`src/rtl/mcpz_pkg.sv`:
```
// Package for the matrix chain product block: sizes, codes, state type and
// the structs passed between the sequencer, the MAC datapath and the stores.
// No dependencies.
package mcpz_pkg;

  localparam int DIM       = 32;
  localparam int MAX_CHAIN = 64;

  localparam int IW    = $clog2(DIM);
  localparam int AW    = $clog2(DIM * DIM);
  localparam int MCW   = $clog2(MAX_CHAIN);
  localparam int ZW    = $clog2(DIM * DIM + 1);
  localparam int EW    = 32;
  localparam int ACC_W = 2 * EW + IW;
  localparam int CLW   = 7;

  localparam int STAGE_W     = 6;
  localparam int ZERO_W      = 11;
  localparam int IN_TDATA_W  = 48;
  localparam int OUT_TDATA_W = 56;

  localparam logic CMD_LOAD    = 1'b0;
  localparam logic CMD_READ    = 1'b1;
  localparam logic KIND_REPORT = 1'b0;
  localparam logic KIND_READ   = 1'b1;

  localparam logic [CLW-1:0] CHAIN_LEN_RESET = 7'd15;

  typedef enum logic [2:0] {
    ST_IDLE,
    ST_RD_OUT,
    ST_MAC,
    ST_DRAIN,
    ST_COPY,
    ST_REPORT
  } state_t;

  typedef struct packed {
    logic          we;
    logic [AW-1:0] waddr;
    logic [EW-1:0] wdata;
    logic          re;
    logic [AW-1:0] raddr;
  } mem_req_t;

  typedef struct packed {
    logic          we;
    logic [IW-1:0] waddr;
    logic [EW-1:0] wdata;
    logic          re;
    logic [IW-1:0] raddr;
  } rb_req_t;

  typedef struct packed {
    logic valid;
    logic first;
    logic last;
  } mac_issue_t;

  typedef struct packed {
    logic          valid;
    logic [EW-1:0] value;
    logic          clip;
  } mac_res_t;

  typedef struct packed {
    logic               kind;
    logic [STAGE_W-1:0] stage;
    logic [ZERO_W-1:0]  zeros;
    logic               done;
    logic               sat;
    logic [EW-1:0]      element;
  } out_word_t;

endpackage

```
`src/rtl/mcpz_mac.sv`:
```
// Multiply-accumulate datapath: registered 32x32 product, wide accumulator,
// round to nearest and saturate to Q2.30. Depends on mcpz_pkg.
module mcpz_mac (
  input  logic                            clk,
  input  logic                            rst_n,
  input  mcpz_pkg::mac_issue_t            issue,
  input  logic signed [mcpz_pkg::EW-1:0]  a,
  input  logic signed [mcpz_pkg::EW-1:0]  b,
  output mcpz_pkg::mac_res_t              res
);

  localparam int ACC_W = mcpz_pkg::ACC_W;
  localparam int EW    = mcpz_pkg::EW;
  localparam logic signed [ACC_W-1:0] HALF = {{(ACC_W-30){1'b0}}, 1'b1, 29'b0};

  logic                      v0_r, f0_r, l0_r;
  logic                      v1_r, f1_r, l1_r;
  logic                      done_r;
  logic                      res_v_r;
  logic signed [2*EW-1:0]    p_r;
  logic signed [ACC_W-1:0]   acc_r;
  logic [EW-1:0]             res_r;
  logic                      clip_r;

  logic signed [ACC_W-1:0]   rnd;
  logic signed [ACC_W-1:0]   sh;
  logic                      in_range;
  logic [EW-1:0]             sat_val;

  always_ff @(posedge clk) begin
    if (!rst_n) begin
      v0_r    <= 1'b0;
      v1_r    <= 1'b0;
      done_r  <= 1'b0;
      res_v_r <= 1'b0;
    end else begin
      v0_r    <= issue.valid;
      v1_r    <= v0_r;
      done_r  <= v1_r & l1_r;
      res_v_r <= done_r;
    end
  end

  always_ff @(posedge clk) begin
    f0_r <= issue.first;
    l0_r <= issue.last;
    f1_r <= f0_r;
    l1_r <= l0_r;
    p_r  <= a * b;
    if (v1_r) begin
      acc_r <= f1_r ? ACC_W'(p_r) : acc_r + ACC_W'(p_r);
    end
    res_r  <= in_range ? sh[EW-1:0] : sat_val;
    clip_r <= ~in_range;
  end

  always_comb begin
    rnd      = acc_r + HALF;
    sh       = rnd >>> 30;
    in_range = (&sh[ACC_W-1:EW-1]) | ~(|sh[ACC_W-1:EW-1]);
    sat_val  = sh[ACC_W-1] ? {1'b1, {(EW-1){1'b0}}} : {1'b0, {(EW-1){1'b1}}};
  end

  assign res.valid = res_v_r;
  assign res.value = res_r;
  assign res.clip  = clip_r;

endmodule

```
`config.mk`:
```
export PLATFORM = sky130hd
export DESIGN_NAME = mcpz_mac
export DESIGN_NICKNAME = d
export VERILOG_FILES = /design/src/rtl/mcpz_pkg.sv /design/src/rtl/mcpz_mac.sv
export SDC_FILE = /design/constraint.sdc
export NUM_CORES = 2
export LEC_CHECK = 0
export CAP_MARGIN = 40
export CELL_PAD_IN_SITES_DETAIL_PLACEMENT = 0
export CELL_PAD_IN_SITES_GLOBAL_PLACEMENT = 1
export CORE_MARGIN = 10
export CORE_UTILIZATION = 50
export CTS_BUF_LIST = sky130_fd_sc_hd__clkbuf_2 sky130_fd_sc_hd__clkbuf_4 sky130_fd_sc_hd__clkbuf_8
export DETAILED_ROUTE_END_ITERATION = 6
export DONT_BUFFER_PORTS = 1
export PLACE_DENSITY_LB_ADDON = 0.1
export SLEW_MARGIN = 20
export SYNTH_ARGS = -nofsm -noshare
export SYNTH_HDL_FRONTEND = slang
export SYNTH_SLANG_ARGS = --single-unit
```
`constraint.sdc`:
```
create_clock -name clk -period 10.75 [get_ports clk]
set_input_delay 0 -clock clk [delete_from_list [all_inputs] [get_ports clk]]
set_output_delay 0 -clock clk [all_outputs]
set_load 0.005 [all_outputs]
```
=== Word-level counts from Yosys, hierarchy flattened ===
Index checks and enable logic that the tools add are counted.

* Bits in registers: 174
* Input port bits: 69
* Output and inout bits: 34
* Logic and storage cells: 24

* Add/subtract/negate cells: 2
* Multipliers: 1
* Mux-type cells: 3
* Bitwise gates (word level): 4
* Reductions and logical operators: 2

{| class="wikitable"
|+ Operator list
! operator !! count
|-
| $add A69 B31 Y69 const B || 1
|-
| $add A69 B64 Y69 || 1
|-
| $mux W69 || 1
|-
| $mul A32 B32 Y64 || 1
|-
| $mux W32 || 2
|-
| $reduce_and A8 Y1 || 1
|-
| $reduce_or A8 Y1 || 1
|-
| $not A1 Y1 || 2
|-
| $and A1 B1 Y1 || 1
|-
| $or A1 B1 Y1 || 1
|}

=== Logic depth before layout (Yosys ltp) ===
* Word-level depth: 5
* Mapped depth: 29

=== Least setup slack after synthesis ===
No wires, ideal clock.

* Kind: input port to flip-flop
* Start point: input port b[2] (netlist name)
* End point: register p_r[62]
* Library setup time: 0.072 ns
* Arrival: 7.416 ns
* Required time: 10.678 ns
* Slack: 3.262 ns
* Stages on the path: 26
* Cells stage by stage: clkbuf_1 > nand2_1 > inv_1 > fa_1 > fa_1 > fa_1 > fa_1 > inv_1 > fa_1 > inv_1 > fa_1 > inv_1 > fa_1 > inv_1 > fa_1 > ha_1 > a21o_1 > a21oi_1 > o21ai_0 > a21oi_1 > o21ai_0 > a211oi_2 > a21oi_2 > a311o_1 > a21oi_1 > xnor2_1

* Longest elaborated chain between the ends: 1

{| class="wikitable"
|+ Ends and longest elaborated chain
! what !! RTL line !! source
|-
| from (decl) || mcpz_mac.sv:8 || <nowiki>input logic signed [mcpz_pkg::EW-1:0] b,</nowiki>
|-
| $mul A32 B32 Y64 || mcpz_mac.sv:49 || <nowiki>p_r <= a * b;</nowiki>
|-
| to (signal assigned) || mcpz_mac.sv:49 ||
|-
| to (decl) || mcpz_mac.sv:20 || <nowiki>logic signed [2*EW-1:0] p_r;</nowiki>
|}

Every way passes these cells.
A chain may end at the register's enable or synchronous reset.

=== Worst setup path in the final report ===
Same ends and word-level chain as after synthesis.

==> results.sh <==
export IMPL_grt_use_total_pct=24.7
export IMPL_root_buffer="clkbuf_8"
export IMPL_fin_ws_ns=3.36
export IMPL_tightest_slew_ns=0.758
export IMPL_yosys_most_used_dff="dfxtp_1"
export IMPL_cp_required_ns=11.18
export IMPL_period_share_pct=68.7
export IMPL_clk_latency_ns=0.51
export IMPL_core_region_area_sq_mm=0.0914
export IMPL_synth_top_area_share_pct=47.3
export IMPL_pin_count=103
export IMPL_top_register="acc_r"
export IMPL_nets=6103
export IMPL_fmax_mhz=135
export IMPL_dieHeight_um=323
export IMPL_seqCellArea_sq_mm=0.00418
export IMPL_grt_overflow_total=0
export IMPL_grt_pass1_vias=34547
export IMPL_initial_core_util_pct=50.2
export IMPL_grt_max_degree=66
export IMPL_crit_end="p_r[62]"
export IMPL_crit_fanout=32
export IMPL_area_growth_pct=2.25
export IMPL_startpoint_type="input pin"
export IMPL_crit_path_start="b[2]"
export IMPL_yosysTopAreaCell="fa_1"
export IMPL_dpl_worst_slack_ns=2.83
export IMPL_dp_hpwl_mm=98.5
export IMPL_ys_ff_latch=174
export IMPL_synth_fa_ha_area_share_pct=54.2
export IMPL_critPathMaxStageDelay_ns=1.03
export IMPL_clk_pin_slew_worst_paths_ns=0.10
export IMPL_slowest_stage="fa_1"
export IMPL_crit_top_cell="fa_1"
export IMPL_r2r_slack_ns=6.66
export IMPL_timing_slew_headroom_pct=49.0
export IMPL_crit_buf_inv=5
export IMPL_arrival_ns=7.82
export IMPL_synth_top_family_by_area="adder cells"
export IMPL_finalHoldViolations=0
export IMPL_synthXorXnorAreaFrac_pct=3.07
export IMPL_synth_net_count=6320
export IMPL_synth_common_cells="fa_1 (1083), inv_1 (989), nand2_1 (631), and2_1 (529), ha_1 (253)"
export IMPL_cp_num_cells=25
export IMPL_hold_class="in2reg"
export IMPL_netlist_area_sq_mm=0.0459
export IMPL_wl_per_cell_um=21.0
export IMPL_endpoint_kind="flip-flop"
export IMPL_status="finished clean"
export IMPL_critical_path_top_delay_family="adder cells"
export IMPL_grt_pass1_wl_mm=199
export IMPL_synth_area_leaders="fa_1 (47%), inv_1 (8.1%), and2_1 (7.2%), ha_1 (6.9%), nand2_1 (5.2%)"
export IMPL_rr_endpoint="acc_r[60]"
export IMPL_antenna_found_initial=2
export IMPL_setup_viol=0
export IMPL_syn_avg_cell_area_sq_um=9.33
export IMPL_cts_tree="done"
export IMPL_tns_ns=0
export IMPL_cts_setup_buffers=0
export IMPL_die_area_sq_mm=0.104
export IMPL_yosys_area_share_simple_pct=16.2
export IMPL_clk_path_buf_depth=2
export IMPL_cts_resized=0
export IMPL_ys_types=90
export IMPL_yosysSeqAreaShare_pct=9.10
export IMPL_utilization_pct=51.3
export IMPL_min_period_ns=7.39
export IMPL_worstSetupPathType="in2reg"
export IMPL_reg_largest_list="acc_r (69), p_r (64), res_r (32)"
export IMPL_nFillCells=8647
export IMPL_fp_dieW_um=323
export IMPL_vias=31613
export IMPL_h_tree_depth=4
export IMPL_yosysWarnings=0
export IMPL_cts_sinks=174
export IMPL_rsz0062_at_grt="false"
export IMPL_drive_gt1_share_pct=1.63
export IMPL_synth_most_common_cell="fa_1"
export IMPL_drtPass1Iterations=5
export IMPL_row_count=111
export IMPL_rr_worst_depth=12
export IMPL_slew_violations=0
export IMPL_clock_skew_ns=0.0245
export IMPL_drv_cap=0
export IMPL_drtIter0Drc=1850
export IMPL_cts_buffers=17
export IMPL_async_flop_share_pct=0
export IMPL_drc_errors=0
export IMPL_syn_inst=4915
export IMPL_synth_edf_count=69
export IMPL_hold_depth=4
export IMPL_drt_wl_total_mm=124
export IMPL_multi_input_area_sq_mm=0.0370
export IMPL_port_buffers=0
export IMPL_r2r_start="acc_r[8]"
export IMPL_largest_reg_flops=69
export IMPL_synthMuxAreaShare_pct=0.139
export IMPL_via_per_inst=5.36
export IMPL_synth_compound_area_share_pct=7.05
export IMPL_gp_congestion=0.865
export IMPL_final_antenna_net_count=0
[layout make-up]
cell class | instances | share of cell area, %
Clock inverter | 15 | 0.267
Timing Repair Buffer | 17 | 0.381
Multi-Input combinational cell | 3497 | 78.8
Inverter | 991 | 7.93
Clock buffer | 17 | 0.499
Sequential cell | 174 | 8.92
Antenna cell | 2 | 0.0107
Tap cell | 1186 | 3.16
[worst min-delay path, stage by stage]
cell,delay [ns]
and2_1,0.11
ha_1,0.15
ha_1,0.14
ha_1,0.11
[repair_timing]
action	in CTS	in global routing
endpoints found under the hold margin	10	0
hold buffers	11	0
setup endpoints to repair	0	0
[layout by cell type (no fill, tap or decap), drive strengths merged, types with 9 or more instances in the layout]
cell,n
and3,30
nand4,25
dfxtp,105
inv,1000
and2,530
fa,1083
a21oi,171
nand3,51
nor2,101
o21bai,24
o31ai,9
xnor2,97
a211oi,17
xor2,64
o21ai,134
nor3,25
ha,253
o21a,14
nand2,631
edfxtp,69
a21o,60
clkbuf,17
nor2b,16
and4,16
dlygate4sd3,11
nand2b,19
a31oi,21
o211ai,10
[through the flow]
step / instances / hold slack [ns] / area, sq um
finish: 5899 / 0.0471 / 46900
global placement: 5851 / 0.0279 / 46400
global route: 5898 / 0.0220 / 46900
floorplan: 4915 / 0.0277 / 45900
CTS: 5897 / 0.0104 / 46900
detailed placement: 5854 / 0.0279 / 46400
[logic make-up (layout without fill, tap and decap cells)]
logic type | after synthesis | count (layout)
buffers and inverters | 1244 | 1040
XOR/XNOR | 161 | 161
other | 0 | 2
flip-flops | 174 | 174
AND/OR/NAND/NOR | 1476 | 1476
adder cells (fa/ha/maj) | 1336 | 1336
multiplexers | 6 | 6
AO/OA/AOI/OAI | 518 | 518
[how the worst min path moves through the flow]
| stage | startpoint | end | slack [ns] |
|---|---|---|---|
| 4_1_cts | b[2] | p_r[3] | 0.01 |
| 3_3_place_gp | issue[0] | l0_r | 0.03 |
| 5_1_grt | issue[1] | f0_r | 0.02 |
| 2_1_floorplan | issue[1] | f0_r | 0.03 |
| 3_5_place_dp | issue[0] | l0_r | 0.03 |
| 6_report | b[2] | p_r[3] | 0.05 |
[metal layers]
layer	wire length [um]	up-vias	track usage, %	share of wire (%)
li1	-	14366	-	-
met5	0	-	0	0
met2	52200	961	36.8	42
met4	1580	0	3.82	1.3
met1	58200	16194	36.1	47
met3	11800	92	7.16	9.6
Power is not shown: default switching activity piles up to over one toggle a cycle in this logic, so the estimate is an artifact.
