### src/rtl/mcpz_pkg.sv
// Package for the matrix chain product block: sizes, codes, state type and
// the structs passed between the sequencer, the MAC datapath and the stores.
// No dependencies.
package mcpz_pkg;

  localparam int DIM       = 32;
  localparam int MAX_CHAIN = 64;

  localparam int IW    = $clog2(DIM);
  localparam int AW    = $clog2(DIM * DIM);
  localparam int MCW   = $clog2(MAX_CHAIN);
  localparam int ZW    = $clog2(DIM * DIM + 1);
  localparam int EW    = 32;
  localparam int ACC_W = 2 * EW + IW;
  localparam int CLW   = 7;

  localparam int STAGE_W     = 6;
  localparam int ZERO_W      = 11;
  localparam int IN_TDATA_W  = 48;
  localparam int OUT_TDATA_W = 56;

  localparam logic CMD_LOAD    = 1'b0;
  localparam logic CMD_READ    = 1'b1;
  localparam logic KIND_REPORT = 1'b0;
  localparam logic KIND_READ   = 1'b1;

  localparam logic [CLW-1:0] CHAIN_LEN_RESET = 7'd15;

  typedef enum logic [2:0] {
    ST_IDLE,
    ST_RD_OUT,
    ST_MAC,
    ST_DRAIN,
    ST_COPY,
    ST_REPORT
  } state_t;

  typedef struct packed {
    logic          we;
    logic [AW-1:0] waddr;
    logic [EW-1:0] wdata;
    logic          re;
    logic [AW-1:0] raddr;
  } mem_req_t;

  typedef struct packed {
    logic          we;
    logic [IW-1:0] waddr;
    logic [EW-1:0] wdata;
    logic          re;
    logic [IW-1:0] raddr;
  } rb_req_t;

  typedef struct packed {
    logic valid;
    logic first;
    logic last;
  } mac_issue_t;

  typedef struct packed {
    logic          valid;
    logic [EW-1:0] value;
    logic          clip;
  } mac_res_t;

  typedef struct packed {
    logic               kind;
    logic [STAGE_W-1:0] stage;
    logic [ZERO_W-1:0]  zeros;
    logic               done;
    logic               sat;
    logic [EW-1:0]      element;
  } out_word_t;

endpackage

### src/rtl/mcpz_seq.sv
// Sequencer: load and read commands, chain counters, and the row-by-row
// multiply schedule over the product, operand and row stores.
// Depends on mcpz_pkg.
module mcpz_seq (
  input  logic                            clk,
  input  logic                            rst_n,
  input  logic                            in_valid,
  output logic                            in_ready,
  input  logic                            in_cmd,
  input  logic signed [mcpz_pkg::EW-1:0]  in_elem,
  input  logic [4:0]                      in_row,
  input  logic [4:0]                      in_col,
  input  logic [mcpz_pkg::CLW-1:0]        chain_len,
  input  logic                            out_free,
  input  logic [mcpz_pkg::EW-1:0]         prod_rdata,
  input  logic [mcpz_pkg::EW-1:0]         rb_rdata,
  input  mcpz_pkg::mac_res_t              mac_res,
  output mcpz_pkg::mem_req_t              prod_req,
  output mcpz_pkg::mem_req_t              opnd_req,
  output mcpz_pkg::rb_req_t               rb_req,
  output mcpz_pkg::mac_issue_t            issue,
  output logic                            out_load,
  output mcpz_pkg::out_word_t             out_word
);

  localparam int DIM = mcpz_pkg::DIM;
  localparam int IW  = mcpz_pkg::IW;
  localparam int AW  = mcpz_pkg::AW;
  localparam int MCW = mcpz_pkg::MCW;
  localparam int ZW  = mcpz_pkg::ZW;

  mcpz_pkg::state_t state_r, state_nxt;

  logic [AW-1:0]  ec_r, ec_nxt;
  logic [MCW-1:0] mc_r, mc_nxt;
  logic [IW-1:0]  i_r, i_nxt;
  logic [IW-1:0]  j_r, j_nxt;
  logic [IW-1:0]  k_r, k_nxt;
  logic [IW-1:0]  wcol_r, wcol_nxt;
  logic [IW-1:0]  cp_r, cp_nxt;
  logic           cpv_r, cpv_nxt;
  logic [AW-1:0]  cpa_r, cpa_nxt;
  logic [ZW-1:0]  zeros_r, zeros_nxt;
  logic           sat_r, sat_nxt;
  logic [MCW-1:0] stage_r, stage_nxt;
  logic           done_r, done_nxt;
  logic           oob_r, oob_nxt;

  logic           accept;
  logic           last_elem;
  logic           last_m;
  logic [31:0]    len_eff;
  logic           rd_in_range;
  logic [AW-1:0]  rd_addr;

  always_comb begin
    accept      = in_valid && (state_r == mcpz_pkg::ST_IDLE);
    last_elem   = (ec_r == AW'(DIM * DIM - 1));
    if (chain_len == '0) begin
      len_eff = 32'd1;
    end else if (32'(chain_len) > 32'(mcpz_pkg::MAX_CHAIN)) begin
      len_eff = 32'(mcpz_pkg::MAX_CHAIN);
    end else begin
      len_eff = 32'(chain_len);
    end
    last_m      = (32'(mc_r) + 32'd1) >= len_eff;
    rd_in_range = (32'(in_row) < 32'(DIM)) && (32'(in_col) < 32'(DIM));
    rd_addr     = AW'(32'(in_row) * 32'(DIM) + 32'(in_col));
  end

  always_comb begin
    state_nxt = state_r;
    case (state_r)
      mcpz_pkg::ST_IDLE: begin
        if (accept) begin
          if (in_cmd == mcpz_pkg::CMD_READ) begin
            state_nxt = mcpz_pkg::ST_RD_OUT;
          end else if (last_elem && (mc_r != '0)) begin
            state_nxt = mcpz_pkg::ST_MAC;
          end
        end
      end
      mcpz_pkg::ST_RD_OUT: begin
        if (out_free) state_nxt = mcpz_pkg::ST_IDLE;
      end
      mcpz_pkg::ST_MAC: begin
        if ((k_r == IW'(DIM - 1)) && (j_r == IW'(DIM - 1))) state_nxt = mcpz_pkg::ST_DRAIN;
      end
      mcpz_pkg::ST_DRAIN: begin
        if (mac_res.valid && (wcol_r == IW'(DIM - 1))) state_nxt = mcpz_pkg::ST_COPY;
      end
      mcpz_pkg::ST_COPY: begin
        if (cp_r == IW'(DIM - 1)) begin
          state_nxt = (i_r == IW'(DIM - 1)) ? mcpz_pkg::ST_REPORT : mcpz_pkg::ST_MAC;
        end
      end
      mcpz_pkg::ST_REPORT: begin
        if (out_free) state_nxt = mcpz_pkg::ST_IDLE;
      end
      default: state_nxt = mcpz_pkg::ST_IDLE;
    endcase
  end

  always_comb begin
    ec_nxt    = ec_r;
    mc_nxt    = mc_r;
    i_nxt     = i_r;
    j_nxt     = j_r;
    k_nxt     = k_r;
    wcol_nxt  = wcol_r;
    cp_nxt    = cp_r;
    cpv_nxt   = 1'b0;
    cpa_nxt   = cpa_r;
    zeros_nxt = zeros_r;
    sat_nxt   = sat_r;
    stage_nxt = stage_r;
    done_nxt  = done_r;
    oob_nxt   = oob_r;
    prod_req  = '0;
    opnd_req  = '0;
    rb_req    = '0;
    issue     = '0;
    out_load  = 1'b0;
    out_word  = '0;
    in_ready  = (state_r == mcpz_pkg::ST_IDLE);

    case (state_r)
      mcpz_pkg::ST_IDLE: begin
        if (accept) begin
          if (in_cmd == mcpz_pkg::CMD_READ) begin
            prod_req.re    = 1'b1;
            prod_req.raddr = rd_addr;
            oob_nxt        = ~rd_in_range;
          end else begin
            if (mc_r == '0) begin
              prod_req.we    = 1'b1;
              prod_req.waddr = ec_r;
              prod_req.wdata = in_elem;
            end else begin
              opnd_req.we    = 1'b1;
              opnd_req.waddr = ec_r;
              opnd_req.wdata = in_elem;
            end
            if (last_elem) begin
              ec_nxt = '0;
              mc_nxt = last_m ? '0 : mc_r + MCW'(1);
              if (mc_r != '0) begin
                stage_nxt = mc_r;
                done_nxt  = last_m;
                zeros_nxt = '0;
                sat_nxt   = 1'b0;
                i_nxt     = '0;
                j_nxt     = '0;
                k_nxt     = '0;
                wcol_nxt  = '0;
                cp_nxt    = '0;
              end
            end else begin
              ec_nxt = ec_r + AW'(1);
            end
          end
        end
      end
      mcpz_pkg::ST_RD_OUT: begin
        out_load         = out_free;
        out_word.kind    = mcpz_pkg::KIND_READ;
        out_word.element = oob_r ? '0 : prod_rdata;
      end
      mcpz_pkg::ST_MAC: begin
        prod_req.re    = 1'b1;
        prod_req.raddr = AW'(32'(i_r) * 32'(DIM) + 32'(k_r));
        opnd_req.re    = 1'b1;
        opnd_req.raddr = AW'(32'(k_r) * 32'(DIM) + 32'(j_r));
        issue.valid    = 1'b1;
        issue.first    = (k_r == '0);
        issue.last     = (k_r == IW'(DIM - 1));
        if (k_r == IW'(DIM - 1)) begin
          k_nxt = '0;
          j_nxt = (j_r == IW'(DIM - 1)) ? '0 : j_r + IW'(1);
        end else begin
          k_nxt = k_r + IW'(1);
        end
      end
      mcpz_pkg::ST_COPY: begin
        rb_req.re    = 1'b1;
        rb_req.raddr = cp_r;
        cpv_nxt      = 1'b1;
        cpa_nxt      = AW'(32'(i_r) * 32'(DIM) + 32'(cp_r));
        if (cp_r == IW'(DIM - 1)) begin
          cp_nxt = '0;
          i_nxt  = i_r + IW'(1);
        end else begin
          cp_nxt = cp_r + IW'(1);
        end
      end
      mcpz_pkg::ST_REPORT: begin
        out_load       = out_free;
        out_word.kind  = mcpz_pkg::KIND_REPORT;
        out_word.stage = mcpz_pkg::STAGE_W'(stage_r);
        out_word.zeros = mcpz_pkg::ZERO_W'(zeros_r);
        out_word.done  = done_r;
        out_word.sat   = sat_r;
      end
      default: begin
      end
    endcase

    // finished dot products land in the row buffer
    if (mac_res.valid) begin
      rb_req.we    = 1'b1;
      rb_req.waddr = wcol_r;
      rb_req.wdata = mac_res.value;
      wcol_nxt     = (wcol_r == IW'(DIM - 1)) ? '0 : wcol_r + IW'(1);
      zeros_nxt    = zeros_r + ZW'(mac_res.value == '0);
      sat_nxt      = sat_r | mac_res.clip;
    end

    // row buffer copy-back, in the cycle after its read
    if (cpv_r) begin
      prod_req.we    = 1'b1;
      prod_req.waddr = cpa_r;
      prod_req.wdata = rb_rdata;
    end
  end

  always_ff @(posedge clk) begin
    if (!rst_n) begin
      state_r <= mcpz_pkg::ST_IDLE;
      ec_r    <= '0;
      mc_r    <= '0;
      cpv_r   <= 1'b0;
    end else begin
      state_r <= state_nxt;
      ec_r    <= ec_nxt;
      mc_r    <= mc_nxt;
      cpv_r   <= cpv_nxt;
    end
  end

  always_ff @(posedge clk) begin
    i_r     <= i_nxt;
    j_r     <= j_nxt;
    k_r     <= k_nxt;
    wcol_r  <= wcol_nxt;
    cp_r    <= cp_nxt;
    cpa_r   <= cpa_nxt;
    zeros_r <= zeros_nxt;
    sat_r   <= sat_nxt;
    stage_r <= stage_nxt;
    done_r  <= done_nxt;
    oob_r   <= oob_nxt;
  end

endmodule

### config.mk
export PLATFORM = sky130hd
export DESIGN_NAME = mcpz_seq
export DESIGN_NICKNAME = d
export VERILOG_FILES = /design/src/rtl/mcpz_pkg.sv /design/src/rtl/mcpz_seq.sv
export SDC_FILE = /design/constraint.sdc
export NUM_CORES = 1
export LEC_CHECK = 0
export ABC_AREA = 1
export BUFFER_PORTS_ARGS = -buffer_cell sky130_fd_sc_hd__buf_2
export CORE_AREA = 2 2 140 142
export DETAILED_ROUTE_END_ITERATION = 10
export DIE_AREA = 0 0 142 144
export PLACE_DENSITY_LB_ADDON = 0.1
export SETUP_SLACK_MARGIN = 0.05
export SLEW_MARGIN = 20
export SYNTH_ARGS = -nofsm -noshare
export SYNTH_HDL_FRONTEND = slang
export SYNTH_SLANG_ARGS = --single-unit
### constraint.sdc
create_clock -name clk -period 2.4 [get_ports clk]
set_clock_uncertainty 0.15 [all_clocks]
set_input_delay 0.48 -clock clk [delete_from_list [all_inputs] [get_ports clk]]
set_output_delay 0.48 -clock clk [all_outputs]
set_load 0.05 [all_outputs]
Yosys cells after proc, flatten, opt, wreduce, memory -nomap -nowiden. Index checks and enable logic that the tools add are counted.

Register bits: 74. Input bits: 152.

Bitwise operators: 2. Reductions and logical operators: 26. Magnitude comparators: 2. Mux-type cells: 61. Eq/ne operators: 22. Add/subtract/negate cells: 13.

Operator list (count): $mux 43 (8); $mux 11 (8); $mux 32 (2); $mux 5 (12); $mux 54 (1); $add 10x5->10 (4); $pmux 5 s2 (4); $mux 38 (1); $ge 7x32->1 (1); $logic_not 32->1 (1); $mux 3 (9); $add 5x1->5 const B (5); $eq 5x5->1 const B (5); $pmux 11 s2 (1); $reduce_and 5->1 (4); $mux 19 (1); $reduce_and 6->1 (3); $pmux 3 s5 (1); $mux 6 (2); $reduce_bool 2->1 (6); $add 11x1->11 (1); $add 10x1->10 const B (1); $eq 10x10->1 const B (1); $mux 10 (1); 22 further kinds (43).

Logic depth before layout (Yosys ltp).
Word-level depth: 7. Gate-level depth with buffers: 16.

Worst setup path before layout. Ideal clock, no wire load.

Path type: reg2out. Start: register state_r[1]. End: output port out_word[10] (netlist name). Cell stages (with the launch flop): 7. Buffers on the path: 1. Slack: -0.568 ns. Required time: 1.770 ns. Arrival: 2.338 ns. Cells stage by stage: dfxtp_1 inv_2 nand2_1 nor2_1 inv_1 clkbuf_1 nor2_1.

RTL lines: from (decl) (line mcpz_seq.sv:32) `mcpz_pkg::state_t state_r, state_nxt;`; from (signal assigned) (line mcpz_seq.sv:228) `state_r <= mcpz_pkg::ST_IDLE;`; from (signal assigned) (line mcpz_seq.sv:233) `state_r <= state_nxt;`; to (decl) (line mcpz_seq.sv:23) `output mcpz_pkg::out_word_t out_word`.

==> results by group <==
STA
  – Worst Tran Pin Value: 0.3069 ns
  – RSZ-0062 raised after global routing: true
  – Setup violation total in the final timing report: 56
  – Slew margin rel.: 79.52%
  – Max Freq: 399.0 MHz
  – Setup ws final: -0.1064 ns
  – Final hold vios: 0
  – Max-slew violations: 0
  – Final Cycle Share: 104.4%
  – Minimum clock period: 2.506 ns
  – Final TNS setup: -2.061 ns

Die
  – Die Y: 144 um
  – Total die area: 20450 um^2
  – Starting Density: 30.72%
  – # IOs: 361
  – Core area: 19080 um^2
  – Core Rows: 51
  – Die Wd: 142 um

Finish
  – Layout area overhead: 84.12%
  – N_diodes: 0
  – Final net count: 1484
  – Layout cell share with drive strength beyond 1: 47.95%

Logic synthesis
  – Netlist cell types: 39
  – Seq/Total Area, Yosys: 34.50%
  – Cells after synthesis: 905
  – Yosys top cell by area: edfxtp_1
  – Synthesized area per cell: 6.476 um^2
  – Dominant synthesized flop cell: edfxtp_1
  – EDFF count, synth: 54
  – Synth area leaders: edfxtp_1, inv_1, nor2_1, nand2_1, dfxtp_1
  – Synth Warn #: 0
  – Mapped cell area: 5861 um^2
  – FFs w/ async S/R, synth: 0%
  – Register bit count reported by yosys: 74
  – Post-Syn Nets: 1080
  – Top cell type's share of synthesized area: 27.67%

Pwr
  – Sw Share: 50.51%
  – Tot Pwr: 8.522 mW
  – P_leak: 5.645 nW
  – Worst VDD drop: 0.0009127 V
  – Clock power share: 15.9%
  – P_int: 4.218 mW
  – Seq pwr share: 21.0%
  – Comb power frac: 63.1%
  – Power Density: 789.8 nW/um^2
  – Net Sw Power: 4.304 mW

Detailed routing
  – DRC: 0
  – Vias: 6955
  – DR WL/cell: 13.32 um
  – Pre-Repair DR Iteration Count: 6
  – Post-DRT Antenna Nets: 0
  – Via/cell ratio: 4.481
  – Drt total wl: 20.67 mm
  – DRT iter0 DRCs: 161

Clocking
  – Inserted Clock Buffers: 9
  – Root Buffer: clkbuf_16
  – CTS tree: built
  – Clock Pin Slew Worst Setup and Hold Paths: 0.06 ns
  – Longest Clk Path Bufs: 2
  – Num Clock Sinks: 74
  – Clock latency on the worst-skew pair: 0.33 ns
  – H-tree depth: 3

Global route
  – Number of antenna violations at the first check in global routing: 2
  – Vias in the first global route: 6119
  – Pin count of the biggest net entering global routing: 49
  – Global Route Usage Sum: 18.38%
  – GR Overflow Total: 0
  – First-pass GRT wire length: 30.24 mm

Placed design
  – Hpwl dp: 15.40 mm
  – Placer Congestion: 0.8117
  – IO Port Bufs: 360

Setup path
  – Critical path class: flop to primary output
  – R2r setup slk: 0 ns
  – CP Max Fanout: 8
  – Worst R2R Start: mc_r[0]
  – Reg2Reg Depth: 10
  – Startpoint Class: flop
  – Required time worst endpoint: 1.77 ns
  – Critical Path Sink: prod_req[48]
  – CP endpoint kind: primary output
  – CP Data Arrival Time: 1.88 ns
  – CP Launch Point: state_r[0]
  – Reg2reg end: done_r

Job
  – MaxCap Viol Count: 0

Outcome
  – Failing checks: setup timing
  – Status: complete, but fails checks

Min path
  – Hold path startpoint: mac_res[0]
  – Hold Path Class: input port to flop
placed cells by master, fill, tap and decap left out, drive strengths merged, types with 3 or more instances in the layout:
cell type and count:
a32o 4, nand3 30, ha 23, clkinv 4, nor3 12, a21oi 16, clkinvlp 3, xor2 7
nand4 10, o21ai 57, inv 202, nand2 199, clkbuf 16, dfxtp 20, a31o 5, buf 423
nor3b 6, nor2 208, edfxtp 54
cell families (layout without fill, tap and decap cells):
group | Yosys count | count (layout) | share of synthesized area (%)
AOI/OAI and AO/OA | 90 | 90 | 8.689
and+or+nand+nor | 471 | 471 | 34.29
DFF | 74 | 74 | 34.50
xor gates and xnor gates | 7 | 7 | 1.046
buffers and inverters | 240 | 649 | 16.57
adders and majority gates | 23 | 23 | 4.910
power by group through the flow:
| stage | clock network, mW | logic, mW | registers [mW] |
|---|---|---|---|
| floorplan | 0 | 3.49 | 1.76 |
| global placement | 0 | 4.69 | 1.81 |
| detailed placement | 0 | 4.69 | 1.81 |
| CTS | 1.38 | 5.18 | 1.79 |
| global route | 1.43 | 5.73 | 1.82 |
| finish | 1.35 | 5.38 | 1.79 |
worst max-delay path: stages, from the launching register on:
cell and delay [ns]:
dfxtp_2 0.35, nor2_8 0.13, nand2_4 0.07, nor2_4 0.13, nand2_4 0.11, inv_6 0.10
nand2_8 0.09, buf_12 0.17, o31ai_4 0.20, buf_6 0.20
flip-flops by register name (all words and copies together) (netlist names):
register,count
zeros_r,11
cpa_r,10
ec_r,10
mc_r,6
stage_r,6
cp_r,5
i_r,5
j_r,5
k_r,5
wcol_r,5
state_r,3
cpv_r,1
done_r,1
sat_r,1
through the flow:
stage / util, % / area, um^2 / hold WS, ns / std cells / worst slack, ns
final: 56.55 / 10790 / 0.2834 / 1552 / -0.1064
after global routing: 56.55 / 10790 / 0.2849 / 1552 / -0.1893
after detailed placement: 46.84 / 8937 / 0.2831 / 1514 / -0.2766
after floorplan: - / 6535 / 0.2764 / 905 / -0.2084
after global placement: 46.84 / 8937 / 0.2850 / 1514 / -0.2426
after CTS: 53.66 / 10240 / 0.2800 / 1542 / -0.1196
final cells by class:
| type | count | area, um^2 |
|---|---|---|
| clock buffers | 9 | 225.2 |
| well taps | 238 | 297.8 |
| flip-flops and latches | 74 | 2027 |
| fillers | 1762 | 8289 |
| clock inverters | 7 | 70.07 |
| repair buffers | 430 | 3522 |
| multi-input cells | 591 | 3865 |
| inverters | 203 | 783.3 |
layer usage:
| metal | routed length (um) | vias to the layer above | global-route usage [%] |
|---|---|---|---|
| li1 | - | 3584 | - |
| met1 | 8363 | 3133 | 21.90 |
| met2 | 10910 | 213 | 34.10 |
| met3 | 1169 | 21 | 3.775 |
| met4 | 204 | 4 | 3.895 |
| met5 | 23 | - | 0 |
synthesized netlist by cell type, types with 2 or more instances:
cell type  instances
nor2_8             3
buf_6              6
a32o_1             4
o211ai_1           2
nor2_1           197
nand4_1           10
o21a_1             2
nand3_1           29
a31o_2             5
buf_2              6
buf_4              4
xor2_1             7
inv_2              2
inv_1            200
nor3_1            11
nand2_1          195
dfxtp_1           20
a21oi_1           16
nor2_2             5
nor4_1             2
nor2_4             3
ha_1              23
o21ai_1            4
clkbuf_1          21
o31ai_1            2
edfxtp_1          54
nand2_4            2
o21ai_0           53
nand2_2            2
nor3b_1            6
timing repair:
action	4_1_cts	5_1_grt
setup endpoints to repair	140	152
resized for setup	248	120
gates cloned	5	1
hold buffers	0	0
pin swaps	5	31
buffers inserted	7	9
hold endpoints to repair	0	0
worst min-delay path by stage:
stage | end | slack [ns] | depth (start not counted)
2_1_floorplan | cpa_r[3] | 0.28 | 0
3_3_place_gp | cpa_r[8] | 0.28 | 0
3_5_place_dp | cpa_r[3] | 0.28 | 0
4_1_cts | sat_r | 0.28 | 3
5_1_grt | sat_r | 0.28 | 3
6_report | sat_r | 0.28 | 3
(Power assumes the default switching activity.)
